File: src/binomial_coefficient_unit_defines.svh
`ifndef BINOMIAL_COEFFICIENT_UNIT_DEFINES_SVH
`define BINOMIAL_COEFFICIENT_UNIT_DEFINES_SVH

// same-cycle implication
`define BCU_ASSERT_NOW(lbl, clk, rst, ante, cons) \
   lbl: assert property (@(posedge clk) disable iff (rst) (ante) |-> (cons)) \
      else $error("bcu assertion failed");

// next-cycle implication
`define BCU_ASSERT_NEXT(lbl, clk, rst, ante, cons) \
   lbl: assert property (@(posedge clk) disable iff (rst) (ante) |=> (cons)) \
      else $error("bcu assertion failed");

`endif

File: src/bcu_pkg.sv
package bcu_pkg;

   localparam int FIELD_W         = 6;
   localparam int COEF_W          = 64;
   localparam int ACC_W           = COEF_W + FIELD_W;
   localparam int BIT_W           = $clog2(ACC_W);
   localparam int MAX_SET_DEFAULT = 63;

   typedef enum logic [4:0] {
      ST_IDLE   = 5'b00001,
      ST_SETUP  = 5'b00010,
      ST_MUL    = 5'b00100,
      ST_DIV    = 5'b01000,
      ST_FINISH = 5'b10000
   } state_type;

   typedef struct packed {
      logic load;
      logic mul;
      logic div_step;
      logic next_iter;
      logic out_load;
   } cmd_type;

   typedef struct packed {
      logic bad;
      logic kk_zero;
      logic div_last;
      logic iter_last;
   } stat_type;

endpackage

File: src/bcu_ctrl.sv
module bcu_ctrl
   import bcu_pkg::*;
(
   input  logic     clock,
   input  logic     reset,
   input  logic     req_valid,
   output logic     req_stall,
   output logic     rsp_valid,
   input  logic     rsp_stall,
   input  stat_type stat,
   output cmd_type  cmd
);

   state_type state_ff, state_in;
   logic      rsp_valid_ff, rsp_valid_in;

   always_comb begin
      state_in = state_ff;
      cmd      = '0;
      unique case (state_ff)
         ST_IDLE: begin
            if (req_valid) begin
               cmd.load = 1'b1;
               state_in = ST_SETUP;
            end
         end
         ST_SETUP: begin
            if (stat.bad || stat.kk_zero) begin
               state_in = ST_FINISH;
            end else begin
               state_in = ST_MUL;
            end
         end
         ST_MUL: begin
            cmd.mul  = 1'b1;
            state_in = ST_DIV;
         end
         ST_DIV: begin
            cmd.div_step = 1'b1;
            if (stat.div_last) begin
               cmd.next_iter = 1'b1;
               state_in      = stat.iter_last ? ST_FINISH : ST_MUL;
            end
         end
         ST_FINISH: begin
            if (!rsp_valid_ff || !rsp_stall) begin
               cmd.out_load = 1'b1;
               state_in     = ST_IDLE;
            end
         end
         default: begin
            state_in = ST_IDLE;
         end
      endcase
   end

   always_comb begin
      rsp_valid_in = rsp_valid_ff;
      if (rsp_valid_ff && !rsp_stall) begin
         rsp_valid_in = 1'b0;
      end
      if (cmd.out_load) begin
         rsp_valid_in = 1'b1;
      end
   end

   always_ff @(posedge clock) begin
      if (reset) begin
         state_ff     <= ST_IDLE;
         rsp_valid_ff <= 1'b0;
      end else begin
         state_ff     <= state_in;
         rsp_valid_ff <= rsp_valid_in;
      end
   end

   assign req_stall = (state_ff != ST_IDLE);
   assign rsp_valid = rsp_valid_ff;

endmodule

File: src/bcu_datapath.sv
module bcu_datapath
   import bcu_pkg::*;
#(
   parameter int MAX_SET = MAX_SET_DEFAULT
) (
   input  logic               clock,
   input  logic [FIELD_W-1:0] req_set_size,
   input  logic [FIELD_W-1:0] req_choose_count,
   output logic [COEF_W-1:0]  rsp_coefficient,
   input  cmd_type            cmd,
   output stat_type           stat
);

   logic [FIELD_W-1:0] n_ff, n_in;
   logic [FIELD_W-1:0] kk_ff, kk_in;
   logic [FIELD_W-1:0] i_ff, i_in;
   logic               bad_ff, bad_in;
   logic [COEF_W-1:0]  c_ff, c_in;
   logic [ACC_W-1:0]   acc_ff, acc_in;
   logic [FIELD_W-1:0] rem_ff, rem_in;
   logic [BIT_W-1:0]   bit_ff, bit_in;
   logic [COEF_W-1:0]  coef_ff, coef_in;

   logic [FIELD_W-1:0] diff_nk;
   logic [FIELD_W-1:0] divisor;
   logic [FIELD_W:0]   shifted;
   logic [FIELD_W:0]   sub;
   logic               ge;
   logic [ACC_W-1:0]   acc_step;

   assign diff_nk  = req_set_size - req_choose_count;
   assign divisor  = i_ff + 1'b1;
   assign shifted  = {rem_ff, acc_ff[ACC_W-1]};
   assign sub      = shifted - {1'b0, divisor};
   assign ge       = (shifted >= {1'b0, divisor});
   assign acc_step = {acc_ff[ACC_W-2:0], ge};

   always_comb begin
      n_in    = n_ff;
      kk_in   = kk_ff;
      i_in    = i_ff;
      bad_in  = bad_ff;
      c_in    = c_ff;
      acc_in  = acc_ff;
      rem_in  = rem_ff;
      bit_in  = bit_ff;
      coef_in = coef_ff;
      if (cmd.load) begin
         n_in   = req_set_size;
         bad_in = (req_set_size > FIELD_W'(MAX_SET)) || (req_choose_count > req_set_size);
         kk_in  = (req_choose_count > diff_nk) ? diff_nk : req_choose_count;
         i_in   = '0;
         c_in   = COEF_W'(1);
      end
      // 64 x 6 product, at most 70 bits
      if (cmd.mul) begin
         acc_in = ACC_W'(c_ff) * ACC_W'(n_ff - i_ff);
         rem_in = '0;
         bit_in = BIT_W'(ACC_W - 1);
      end
      // restoring division, one quotient bit per cycle
      if (cmd.div_step) begin
         acc_in = acc_step;
         rem_in = ge ? sub[FIELD_W-1:0] : shifted[FIELD_W-1:0];
         bit_in = bit_ff - 1'b1;
      end
      if (cmd.next_iter) begin
         c_in = acc_step[COEF_W-1:0];
         i_in = i_ff + 1'b1;
      end
      if (cmd.out_load) begin
         coef_in = bad_ff ? '0 : c_ff;
      end
   end

   always_ff @(posedge clock) begin
      n_ff    <= n_in;
      kk_ff   <= kk_in;
      i_ff    <= i_in;
      bad_ff  <= bad_in;
      c_ff    <= c_in;
      acc_ff  <= acc_in;
      rem_ff  <= rem_in;
      bit_ff  <= bit_in;
      coef_ff <= coef_in;
   end

   assign stat.bad       = bad_ff;
   assign stat.kk_zero   = (kk_ff == '0);
   assign stat.div_last  = (bit_ff == '0);
   assign stat.iter_last = (divisor == kk_ff);

   assign rsp_coefficient = coef_ff;

endmodule

File: src/binomial_coefficient_unit.sv
// channel  ports                                  word
// req      req_valid / req_stall                  set_size (6b), choose_count (6b)
// rsp      rsp_valid / rsp_stall                  coefficient (64b)
//
// A word runs min(k, n-k) iterations from ST_SETUP to ST_FINISH; the result
// and rsp_valid are registered together when ST_FINISH loads the output.
// Each iteration is a 64x6 multiply in ST_MUL followed by the bit-serial
// divider in ST_DIV; one word is in flight at a time.
// Reset clears the controller state and the result valid; no clearing pass.
// A stalled result holds in its register while the next word is taken.
`include "binomial_coefficient_unit_defines.svh"

module binomial_coefficient_unit
   import bcu_pkg::*;
#(
   parameter int MAX_SET = MAX_SET_DEFAULT
) (
   input  logic               clock,
   input  logic               reset,
   input  logic               req_valid,
   output logic               req_stall,
   input  logic [FIELD_W-1:0] req_set_size,
   input  logic [FIELD_W-1:0] req_choose_count,
   output logic               rsp_valid,
   input  logic               rsp_stall,
   output logic [COEF_W-1:0]  rsp_coefficient
);

   cmd_type  cmd;
   stat_type stat;

   bcu_ctrl u_ctrl (
      .clock     (clock),
      .reset     (reset),
      .req_valid (req_valid),
      .req_stall (req_stall),
      .rsp_valid (rsp_valid),
      .rsp_stall (rsp_stall),
      .stat      (stat),
      .cmd       (cmd)
   );

   bcu_datapath #(
      .MAX_SET (MAX_SET)
   ) u_datapath (
      .clock            (clock),
      .req_set_size     (req_set_size),
      .req_choose_count (req_choose_count),
      .rsp_coefficient  (rsp_coefficient),
      .cmd              (cmd),
      .stat             (stat)
   );

   `BCU_ASSERT_NEXT(a_busy_after_accept, clock, reset, req_valid && !req_stall, req_stall)
   `BCU_ASSERT_NOW(a_no_overwrite, clock, reset, cmd.out_load, !rsp_valid || !rsp_stall)
   `BCU_ASSERT_NEXT(a_mul_then_div, clock, reset, cmd.mul, cmd.div_step)

endmodule

File: config.mk
export PLATFORM = sky130hd
export DESIGN_NAME = binomial_coefficient_unit
export DESIGN_NICKNAME = d
export VERILOG_FILES = /design/src/bcu_pkg.sv /design/src/bcu_ctrl.sv /design/src/bcu_datapath.sv /design/src/binomial_coefficient_unit.sv
export VERILOG_INCLUDE_DIRS = /design/src /design/src/src
export SDC_FILE = /design/constraint.sdc
export NUM_CORES = 1
export LEC_CHECK = 0
export BUFFER_PORTS_ARGS = -buffer_cell sky130_fd_sc_hd__buf_4
export CAP_MARGIN = 20
export CORE_MARGIN = 1.5
export CORE_UTILIZATION = 31
export CTS_BUF_LIST = sky130_fd_sc_hd__clkbuf_2 sky130_fd_sc_hd__clkbuf_4 sky130_fd_sc_hd__clkbuf_8
export CTS_CLUSTER_SIZE = 10
export DETAILED_ROUTE_END_ITERATION = 10
export PLACE_DENSITY = 0.5
export SLEW_MARGIN = 25
export SYNTH_ARGS = -nofsm -noshare
export SYNTH_HDL_FRONTEND = slang
export SYNTH_HIERARCHICAL = 1
export SYNTH_SLANG_ARGS = --single-unit
File: constraint.sdc
create_clock -name clock -period 19.64 [get_ports clock]
set_input_delay 0.982 -clock clock [delete_from_list [all_inputs] [get_ports clock]]
set_output_delay 0.982 -clock clock [all_outputs]
set_load 0.005 [all_outputs]
==> results of run 1 <==
-- registers in the layout (all words and copies together), names as in the netlist --
| signal | cells |
|---|---|
| u_ctrl/rsp_valid | 1 |
| u_ctrl/state_ff | 5 |
| u_datapath/acc_ff | 70 |
| u_datapath/bad_ff | 1 |
| u_datapath/bit_ff | 7 |
| u_datapath/c_ff | 64 |
| u_datapath/i_ff | 6 |
| u_datapath/kk_ff | 6 |
| u_datapath/n_ff | 6 |
| u_datapath/rem_ff | 6 |
| u_datapath/rsp_coefficient | 64 |
-- final timing paths --
kind                                                  startpoint                                end  cells past startpoint
worst max-delay path            u_datapath/i_ff[0]$_SDFFCE_PN0P_    u_datapath/acc_ff[69]$_DFFE_PP_                     39
worst min-delay path                                       reset      u_ctrl/rsp_valid$_SDFFE_PP0P_                      2
worst min register to register   u_datapath/acc_ff[21]$_DFFE_PP_  u_datapath/c_ff[22]$_SDFFCE_PN0P_                      1
worst max register to register  u_datapath/i_ff[0]$_SDFFCE_PN0P_    u_datapath/acc_ff[69]$_DFFE_PP_                     39
-- layout make-up --
class                   count  area share, %
clock buffers              63          1.860
inverters                1001          8.694
diodes                      3        0.01736
clock inverters            33         0.5671
well taps                1650          4.774
repair buffers            110          1.967
flip-flops and latches    236          16.25
multi-input cells        2505          65.87
-- logic make-up (layout without fill, tap and decap cells) --
logic type      Yosys count  in the layout  share of synthesized area (%)
simple gates            882            882                          11.27
compound gates          335            335                          5.419
flops                   236            236                          17.73
mux                      10             10                         0.2716
buf+inv                1110           1207                          10.58
fa+ha+maj              1161           1161                          52.14
xor+xnor                117            117                          2.586
other cells               0              3                              0
-- Yosys cell counts (54+ instances only) --
library cell	n
fa_1	817
o21ai_0	105
nand2_1	369
edfxtp_1	230
nor2_1	54
xnor2_1	82
inv_1	1000
clkbuf_1	92
ha_1	344
a21oi_1	88
nor2b_1	124
and2_1	209
-- cells in the final DEF, fill, tap and decap left out, types with 6 or more instances in the layout --
| cell type | netlist | layout |
|---|---|---|
| a21oi_1 | 88 | 86 |
| buf_4 | 2 | 108 |
| clkinv_2 | 0 | 14 |
| o31ai_1 | 7 | 7 |
| o21a_1 | 8 | 8 |
| edfxtp_1 | 230 | 230 |
| nor2_1 | 54 | 54 |
| o21ai_0 | 105 | 105 |
| a21o_1 | 38 | 38 |
| xnor2_1 | 82 | 79 |
| nand2b_1 | 22 | 22 |
| clkbuf_4 | 0 | 10 |
| nand2_1 | 369 | 368 |
| o211ai_1 | 7 | 7 |
| fa_1 | 817 | 816 |
| o21ai_1 | 10 | 10 |
| clkinv_1 | 0 | 13 |
| ha_1 | 344 | 343 |
| a31oi_1 | 6 | 6 |
| mux2_2 | 6 | 6 |
| nand4_1 | 25 | 25 |
| inv_1 | 1000 | 997 |
| xor2_1 | 35 | 34 |
| nor3_1 | 17 | 17 |
| nand3_1 | 22 | 22 |
| dfxtp_1 | 6 | 6 |
| o21bai_1 | 19 | 19 |
| nor2b_1 | 124 | 124 |
| clkbuf_8 | 0 | 53 |
| and3_1 | 12 | 12 |
| and2_1 | 209 | 208 |
-- per-layer routing --
| metal | track usage (%) | part of all wire [%] |
|---|---|---|
| met1 | 23.08 | 48 |
| met2 | 25.56 | 45 |
| met3 | 2.516 | 4.3 |
| met4 | 4.021 | 2.3 |
| met5 | 0 | 0 |
-- per-stage QoR --
step / hold slack (ns) / worst slack [ns]
after detailed placement: 0.5246 / 6.890
final: 0.4449 / 6.966
after CTS: 0.3447 / 6.807
after floorplan: 0.4946 / 7.802
after global placement: 0.5006 / 7.188
after global routing: 0.3679 / 6.226
-- worst max-delay path, delay by kind of cell, from the launching register on --
kind,cells,cell delay [ns]
compound gates,8,1.92
fa+ha+maj,13,6.52
buf+inv,10,2.24
flops,1,0.45
simple gates,8,1.28
==> flow_metrics.py, run 1 <==
metrics = {
    "die": {
        "die_w_um": 360.5,
        "core-area_um2": 126200,
        "dieArea_um2": 130000,
        "rows": 130,
        "boundaryPins": 82,
        "initial_core_util_pct": 31.39,
        "die_y_um": 360.5,
    },
    "timing": {
        "max_freq_mhz": 78.90,
        "finalMaxSlewViolations": 0,
        "grt_setup_unrepaired": "false",
        "relSlewSlack_pct": 32.67,
        "fin_skew_ns": 0.06525,
        "setup_viol": 0,
        "min_period_ns": 12.67,
        "worst_pin_slew_ns": 1.009,
        "fin_crit_sh_pct": 64.53,
        "hold_viol": 0,
        "fin_tns_setup_ns": 0,
    },
    "clock_tree": {
        "clockBufferDepth": 3,
        "clkSinkCount": 236,
        "cts_resized": 0,
        "root_buffer": "clkbuf_8",
        "cts_tree": "yes",
        "clk_latency_ns": 0.75,
        "htree_num_levels": 2,
        "cts-buffers-inserted": 53,
        "postCtsHoldBufs": 0,
        "path_clk_slew_ns": 0.07,
        "cts_setup_buffers": 0,
    },
    "worst_hold_path": {
        "min_path_type": "primary input to flip-flop",
    },
    "routing": {
        "wl_per_cell_um": 17.87,
        "vias": 25279,
        "post-route-drc-count": 0,
        "antenna_left": 0,
        "dr.first_iter.drc_count": 1284,
        "drt-pass1-iter-count": 5,
        "routed_wl_um": 100100,
        "routed_via_density": 4.513,
    },
    "worst_setup_path": {
        "path_common_cell": "fa_1",
        "critPathLaunchType": "flip-flop",
        "crit_path_end_kind": "flip-flop",
        "crit_type": "flip-flop to flip-flop",
        "critPathMaxStageDelay_ns": 0.70,
        "critical_path.max_fanout": 34,
        "ff2ff_setup_slack_ns": 6.97,
        "crit_slowest_cell": "fa_1",
        "cp_data_arrival_time_ns": 13.18,
        "worst_ep_required_time_ns": 20.15,
    },
    "yosys": {
        "synth.area.top_cells": "fa_1, edfxtp_1, ha_1",
        "ys_warn_count": 6,
        "synth_edf_count": 230,
        "yosysSeqAreaShare_pct": 17.73,
        "netlist_area_um2": 39620,
        "ys.flop_type": "edfxtp_1",
        "synth_nets": 5028,
        "yosys.area.top_type": "fa_1",
        "avgSynthCellArea_um2": 10.29,
        "ys_types": 75,
        "syn_inst": 3851,
        "ys_ff_latch": 236,
        "synth_top_area_share_pct": 41.28,
        "ys_async_sr_fraction_pct": 0,
    },
    "place": {
        "dp.cells": 5502,
        "place.gp.congestion": 0.8318,
        "detailed_place.area_um2": 42190,
        "io_buffer_count": 81,
        "place_hpwl_um": 79060,
    },
    "global_route": {
        "grt-ovfl-total": 0,
        "grt_pass1_vias": 28224,
        "grt_max_degree": 91,
        "track_usage_pct": 16.16,
        "antenna_found_initial": 4,
        "grt_pass1_wl_um": 163200,
    },
    "cells_and_area": {
        "num-fill-cells": 12918,
        "area_delta_synth_final_pct": 9.145,
        "final_nets": 5084,
        "multi_input_area_um2": 28490,
        "drive_gt1_share_pct": 6.180,
        "final-instance-count-excl-fill": 5601,
        "finalInstanceArea_um2": 43250,
        "final_util_pct": 34.26,
        "regArea_um2": 7027,
    },
    "run": {
        "drv_cap": 0,
    },
    "status": {
        "status": "completed",
    },
}
Power of run 1 is left out: the tool's default activity adds up to more than one toggle a clock period on the data nets, which glitch-free logic cannot reach.
==> run 2, diff against run 1 <==
--- a/config.mk
+++ b/config.mk
@@ -13,7 +13,7 @@
 export CTS_BUF_LIST = sky130_fd_sc_hd__clkbuf_2 sky130_fd_sc_hd__clkbuf_4 sky130_fd_sc_hd__clkbuf_8
 export CTS_CLUSTER_SIZE = 10
 export DETAILED_ROUTE_END_ITERATION = 10
-export PLACE_DENSITY = 0.5
+export PLACE_DENSITY = 0.52
 export SLEW_MARGIN = 25
 export SYNTH_ARGS = -nofsm -noshare
 export SYNTH_HDL_FRONTEND = slang
==> constraint.sdc (replaced) <==
create_clock -name clock -period 11.24 [get_ports clock]
set_input_delay 0.562 -clock clock [delete_from_list [all_inputs] [get_ports clock]]
set_output_delay 0.562 -clock clock [all_outputs]
set_load 0.005 [all_outputs]
==> run 2 against run 1 <==
Net effect: clock skew is 0.0043 ns lower; fmax is 17% higher; design area is 1.6% higher; core utilization is 0.56 points higher.
==> flow_metrics.py, run 2 (synthesis gave the netlist of run 1 again) <==
metrics = {
    "run": {
        "drv_cap": 0,
    },
    "global_route": {
        "grt_max_degree": 101,
        "track_usage_pct": 15.97,
        "grt-ovfl-total": 0,
        "grt_pass1_vias": 28442,
        "grt_pass1_wl_um": 162900,
        "antenna_found_initial": 6,
    },
    "worst_setup_path": {
        "path_common_cell": "fa_2",
        "crit_type": "flip-flop to flip-flop",
        "worst_ep_required_time_ns": 11.71,
        "crit_slowest_cell": "fa_2",
        "reg2reg_depth": 40,
        "crit_path_end_kind": "flip-flop",
        "regToRegStartpoint": "u_datapath/n_ff[0]$_DFFE_PP_",
        "reg2reg_to": "u_datapath/acc_ff[53]$_DFFE_PP_",
        "critPathLaunch": "u_datapath/n_ff[0]$_DFFE_PP_",
        "cp_data_arrival_time_ns": 11.26,
        "critPathLaunchType": "flip-flop",
        "critical_path.max_fanout": 8,
        "critPathMaxStageDelay_ns": 0.65,
        "crit_end": "u_datapath/acc_ff[53]$_DFFE_PP_",
        "ff2ff_setup_slack_ns": 0.45,
    },
    "routing": {
        "vias": 25398,
        "drt-pass1-iter-count": 7,
        "routed_wl_um": 98350,
        "routed_via_density": 4.486,
        "post-route-drc-count": 0,
        "dr.first_iter.drc_count": 1280,
        "antenna_left": 0,
        "wl_per_cell_um": 17.37,
    },
    "status": {
        "status": "completed",
    },
    "clock_tree": {
        "cts-buffers-inserted": 49,
        "clockBufferDepth": 3,
        "clkSinkCount": 236,
        "path_clk_slew_ns": 0.06,
        "clk_latency_ns": 0.72,
        "root_buffer": "clkbuf_8",
        "htree_num_levels": 2,
        "cts_tree": "yes",
    },
    "timing": {
        "fin_tns_setup_ns": 0,
        "worst_pin_slew_ns": 0.9926,
        "fin_crit_sh_pct": 95.98,
        "fin_skew_ns": 0.06098,
        "min_period_ns": 10.79,
        "setup_viol": 0,
        "finalMaxSlewViolations": 0,
        "max_freq_mhz": 92.69,
        "relSlewSlack_pct": 33.83,
        "hold_viol": 0,
    },
    "cells_and_area": {
        "final-instance-count-excl-fill": 5661,
        "final_common_cell": "inv_1",
        "num-fill-cells": 12886,
        "largest_reg_flops": 70,
        "layout_common_cells": "inv_1, fa_1, nand2_1",
        "final_nets": 5145,
        "regArea_um2": 7027,
        "top_register": "u_datapath/acc_ff",
        "multi_input_area_um2": 28610,
        "finalInstanceArea_um2": 43950,
        "drive_gt1_share_pct": 8.308,
        "area_delta_synth_final_pct": 10.93,
    },
    "die": {
        "initial_core_util_pct": 31.39,
        "die_y_um": 360.5,
        "die_w_um": 360.5,
        "rows": 130,
        "dieArea_um2": 130000,
        "boundaryPins": 82,
        "core-area_um2": 126200,
    },
    "worst_hold_path": {
        "min_path_type": "primary input to flip-flop",
        "min_path_cells": 1,
    },
    "place": {
        "place_hpwl_um": 79460,
        "dp.cells": 5542,
        "detailed_place.area_um2": 42550,
        "io_buffer_count": 81,
        "place.gp.congestion": 0.8276,
    },
}
==> run 2: cell types whose count changed in the layout (fill, tap and decap cells not counted), sizes merged <==
cell,change
inv,-6
clkbuf,-8
clkinvlp,+9
bufinv,+2
buf,+64
dlygate4sd3,+1
clkinv,-2
==> run 2: worst min path at each step <==
stage | start | endpoint | slack (ns)
floorplan | u_datapath/acc_ff[67]$_DFFE_PP_ | u_datapath/acc_ff[68]$_DFFE_PP_ | 0.49
global placement | u_datapath/acc_ff[64]$_DFFE_PP_ | u_datapath/acc_ff[65]$_DFFE_PP_ | 0.52
detailed placement | u_datapath/acc_ff[64]$_DFFE_PP_ | u_datapath/acc_ff[65]$_DFFE_PP_ | 0.53
CTS | req_set_size[4] | u_datapath/n_ff[4]$_DFFE_PP_ | 0.03
global route | req_set_size[4] | u_datapath/n_ff[4]$_DFFE_PP_ | 0.04
finish | req_set_size[4] | u_datapath/n_ff[4]$_DFFE_PP_ | 0.1
==> run 2: stage by stage <==
step | util (%) | hold slack [ns] | worst slack, ns
after floorplan | - | 0.4946 | 0.003881
after global placement | 33.71 | 0.5183 | 0.1428
after detailed placement | 33.71 | 0.5286 | -0.05703
after CTS | 34.54 | 0.02976 | 0.05840
after global routing | 34.82 | 0.04046 | -0.01880
final | 34.82 | 0.09881 | 0.4513
==> run 2: layout make-up <==
cell class                      instances  share of cell area [%]
Antenna cell                            3                 0.01708
Clock inverter                         36                  0.7060
Inverter                             1001                   8.606
Multi-Input combinational cell       2505                   65.09
Tap cell                             1650                   4.697
Sequential cell                       236                   15.99
Clock buffer                           55                   1.637
Timing Repair Buffer                  175                   3.257
==> run 2: worst max-delay path, delay by kind of cell, from the launching register on <==
family	cells	cell delay, ns
adder cells (fa/ha/maj)	13	6.23
AO/OA/AOI/OAI	7	1.46
buffers and inverters	11	1.09
AND/OR/NAND/NOR	7	1.06
flip-flops	1	0.35
multiplexers	1	0.26
XOR/XNOR	1	0.12
==> run 2: repair_timing <==
action                                 CTS  global route
buffers inserted                         0            23
hold buffers                             1             0
gates resized for setup                  3            32
endpoints found under the hold margin    1             0
setup endpoints to repair                3            22
pin swaps                                0            11
==> run 2: layer usage <==
layer / routed length [um] / track usage [%] / part of all wire [%] / vias up
li1: - / - / - / 11883
met1: 46650 / 22.88 / 47 / 13014
met2: 46090 / 25.87 / 47 / 414
met3: 4036 / 2.139 / 4.1 / 87
met4: 1572 / 3.061 / 1.6 / 0
met5: 0 / 0 / 0 / -
Power of run 2 is left out for the same reason.
